===== src/design/htfl_ram.sv =====
// generic single-port-write, single-port-read ram with registered read
`timescale 1ns / 1ps

module htfl_ram #(
    parameter int WIDTH = 8,
    parameter int DEPTH = 16
) (
    input  logic                     clk,
    input  logic                     we,
    input  logic [$clog2(DEPTH)-1:0] waddr,
    input  logic [WIDTH-1:0]         wdata,
    input  logic                     re,
    input  logic [$clog2(DEPTH)-1:0] raddr,
    output logic [WIDTH-1:0]         rdata
);

    logic [WIDTH-1:0] mem [DEPTH];
    logic [WIDTH-1:0] rdata_reg;

    always_ff @(posedge clk)
    begin
        if (we)
        begin
            mem[waddr] <= wdata;
        end
        if (re)
        begin
            rdata_reg <= mem[raddr];
        end
    end

    assign rdata = rdata_reg;

endmodule


===== config.mk =====
export PLATFORM = sky130hd
export DESIGN_NAME = htfl_ram
export DESIGN_NICKNAME = d
export VERILOG_FILES = /design/src/design/htfl_ram.sv
export SDC_FILE = /design/constraint.sdc
export NUM_CORES = 1
export LEC_CHECK = 0
export ABC_AREA = 1
export BUFFER_PORTS_ARGS = -buffer_cell sky130_fd_sc_hd__buf_2
export CORE_MARGIN = 8
export CORE_UTILIZATION = 63
export CTS_BUF_LIST = sky130_fd_sc_hd__clkbuf_4
export DETAILED_ROUTE_END_ITERATION = 10
export PLACE_DENSITY = 0.81
export SYNTH_ARGS = -nofsm -noshare
export SYNTH_HDL_FRONTEND = slang
export SYNTH_SLANG_ARGS = --single-unit

===== constraint.sdc =====
create_clock -name clk -period 1.2 [get_ports clk]
set_input_delay 0 -clock clk [delete_from_list [all_inputs] [get_ports clk]]
set_output_delay 0 -clock clk [all_outputs]
set_load 0.03 [all_outputs]

==> results_dict.tcl <==
set metrics [dict create \
    dp_hpwl_mm 8.15 \
    drt_iter0_markers 377 \
    path_clk_slew_ns 0.11 \
    drc 0 \
    p_sw_frac 0.216 \
    timing.final.ws_setup_ns 0.0227 \
    antenna_left 0 \
    drv_cap 0 \
    startpoint "mem[5][4]" \
    rows 35 \
    largest_reg_flops 128 \
    clkLatencyLatePin_ns 0.53 \
    period_share 0.981 \
    fillers 585 \
    place_ws_ns -0.0471 \
    drive_gt1_frac 0.152 \
    finalNetCount 631 \
    cts_buffers 17 \
    gp_congestion 0.906 \
    overflow 0 \
    synth_cell_type_count 11 \
    r2r_slack_ns 0.02 \
    p_comb_frac 0.077 \
    portBuffers 26 \
    min_to "mem[1][5]" \
    rr_endpoint "rdata[4]" \
    wl_per_cell_um 18.1 \
    via_count 4116 \
    start_util 0.642 \
    cts_tree "yes" \
    final_cell_mix "173 x nand2_1, 136 x edfxtp_1, 100 x inv_1" \
    root_buffer "clkbuf_4" \
    syn_area_per_cell_um2 10.6 \
    grt_pass1_vias 3948 \
    synth_area_mm2 0.00585 \
    cp.arrival_ns 1.46 \
    fmax_mhz 849 \
    die_width_um 112 \
    worstPathMaxFanout 1 \
    p_int_mw 7.89 \
    finalNonFillerCells 736 \
    reg2reg_depth 6 \
    syn_inst 551 \
    finalMaxSlewViolations 0 \
    num_io_pins 27 \
    path_class "reg -> reg" \
    core_area_mm2 0.00911 \
    multi_input_area_mm2 0.00126 \
    grt_pass1_wl_mm 20.9 \
    antenna_found_initial 1 \
    period_minus_slack_ns 1.18 \
    post_cts_buffers 0 \
    die_height_um 112 \
    synth_seq_cells 136 \
    setup_viol 0 \
    layout_commonest_cell "nand2_1" \
    slew_headroom 0.609 \
    cts.htree.levels 4 \
    p_clk_frac 0.389 \
    seqCellArea_mm2 0.00408 \
    ctsLongestPathBuffers 2 \
    critPathLaunchType "register" \
    dp.cells 693 \
    timing.rr.start "mem[5][4]" \
    grt_use_total 0.221 \
    power.switching_mw 2.18 \
    viasPerCell 5.59 \
    synth_sequential_area_ratio 0.698 \
    power_density_mw_per_mm2 1480 \
    dr.pass1.iters 6 \
    finalHoldViolCount 0 \
    area_delta_synth_final_pct 16.0 \
    max-vdd-ir-drop_mv 0.840 \
    ys_warn_count 0 \
    cts.sinks 136 \
    outcome "finished clean" \
    syn-num-nets 570 \
    grt_max_degree 33 \
    seqPwrFrac 0.534 \
    min_path_cells 4 \
    rsz0062_at_grt "true" \
    cp-end-kind "register" \
    power_leakage_nw 2.96 \
    worst_pin_slew_ns 0.586 \
    hp-start "we" \
    routed_wl_mm 13.3 \
    crit_required_ns 1.49 \
    hold_path_class "in -> reg" \
    finClkSkew_ns 0.0137 \
    die_area_mm2 0.0126 \
]
synth_stat cells:
| library cell | number | area share |
|---|---|---|
| buf_1 | 1 | 0.00064 |
| buf_2 | 13 | 0.011 |
| buf_4 | 4 | 0.0051 |
| buf_6 | 6 | 0.012 |
| edfxtp_1 | 136 | 0.70 |
| inv_1 | 100 | 0.064 |
| inv_2 | 2 | 0.0013 |
| nand2_1 | 173 | 0.11 |
| nand3_1 | 97 | 0.083 |
| nand3b_1 | 2 | 0.0026 |
| nor2_1 | 17 | 0.011 |
metal layers:
metal	track usage	up-vias	wire (um)
met5	0	-	0
li1	-	1904	-
met4	0.113	0	446
met2	0.341	261	6400
met1	0.281	1908	5130
met3	0.0585	43	1350
timing repair:
item	4_1_cts	5_1_grt
hold buffers	11	0
resized for setup	0	9
endpoints found under the hold margin	144	0
endpoints found under the setup margin	0	8
worst max-delay path by stage:
stage	to	slack (ns)	depth (start not counted)
floorplan	mem[10][0]	0.25	2
global placement	rdata[2]	-0.02	6
detailed placement	rdata[3]	-0.05	6
CTS	rdata[3]	0.006	6
global route	rdata[3]	-0.02	6
finish	rdata[4]	0.02	6
cells by family after synthesis:
logic type             share of synthesized area
buffers and inverters                     0.0939
AND/OR/NAND/NOR                            0.208
flip-flops                                 0.698
metrics by stage:
step	hold WS [ns]	area, um^2	total power [mW]	util	setup TNS [ns]
global route	0.115	6790	10.4	0.745	-0.0582
floorplan	0.0989	5850	5.90	-	0
detailed placement	0.363	6240	6.20	0.685	-0.115
global placement	0.359	6240	6.17	0.685	-0.0450
CTS	0.0679	6740	10.1	0.740	0
finish	0.0937	6790	10.1	0.745	0
power groups by stage:
stage / Clock, mW / Sequential (mW) / Combinational [mW]
global placement: 0 / 5.48 / 0.698
CTS: 3.93 / 5.37 / 0.755
finish: 3.91 / 5.37 / 0.777
detailed placement: 0 / 5.48 / 0.721
global route: 4.15 / 5.38 / 0.848
floorplan: 0 / 5.52 / 0.375
area by class of cell:
cell class	count	area share
multi-input combinational	289	0.186
antenna	1	0.000369
clock inverter	13	0.0369
inverter	102	0.0564
tap	111	0.0205
clock buffer	18	0.0199
timing repair buffer	66	0.0786
sequential	136	0.602
worst max-delay path, stage by stage (launching register included):
cell,delay [ns]
edfxtp_1,0.37
inv_1,0.07
nand2_1,0.05
nand3_1,0.09
nand3_1,0.14
nand3_1,0.16
nand2_1,0.06
No activity file was read; power rests on OpenSTA's default activity.
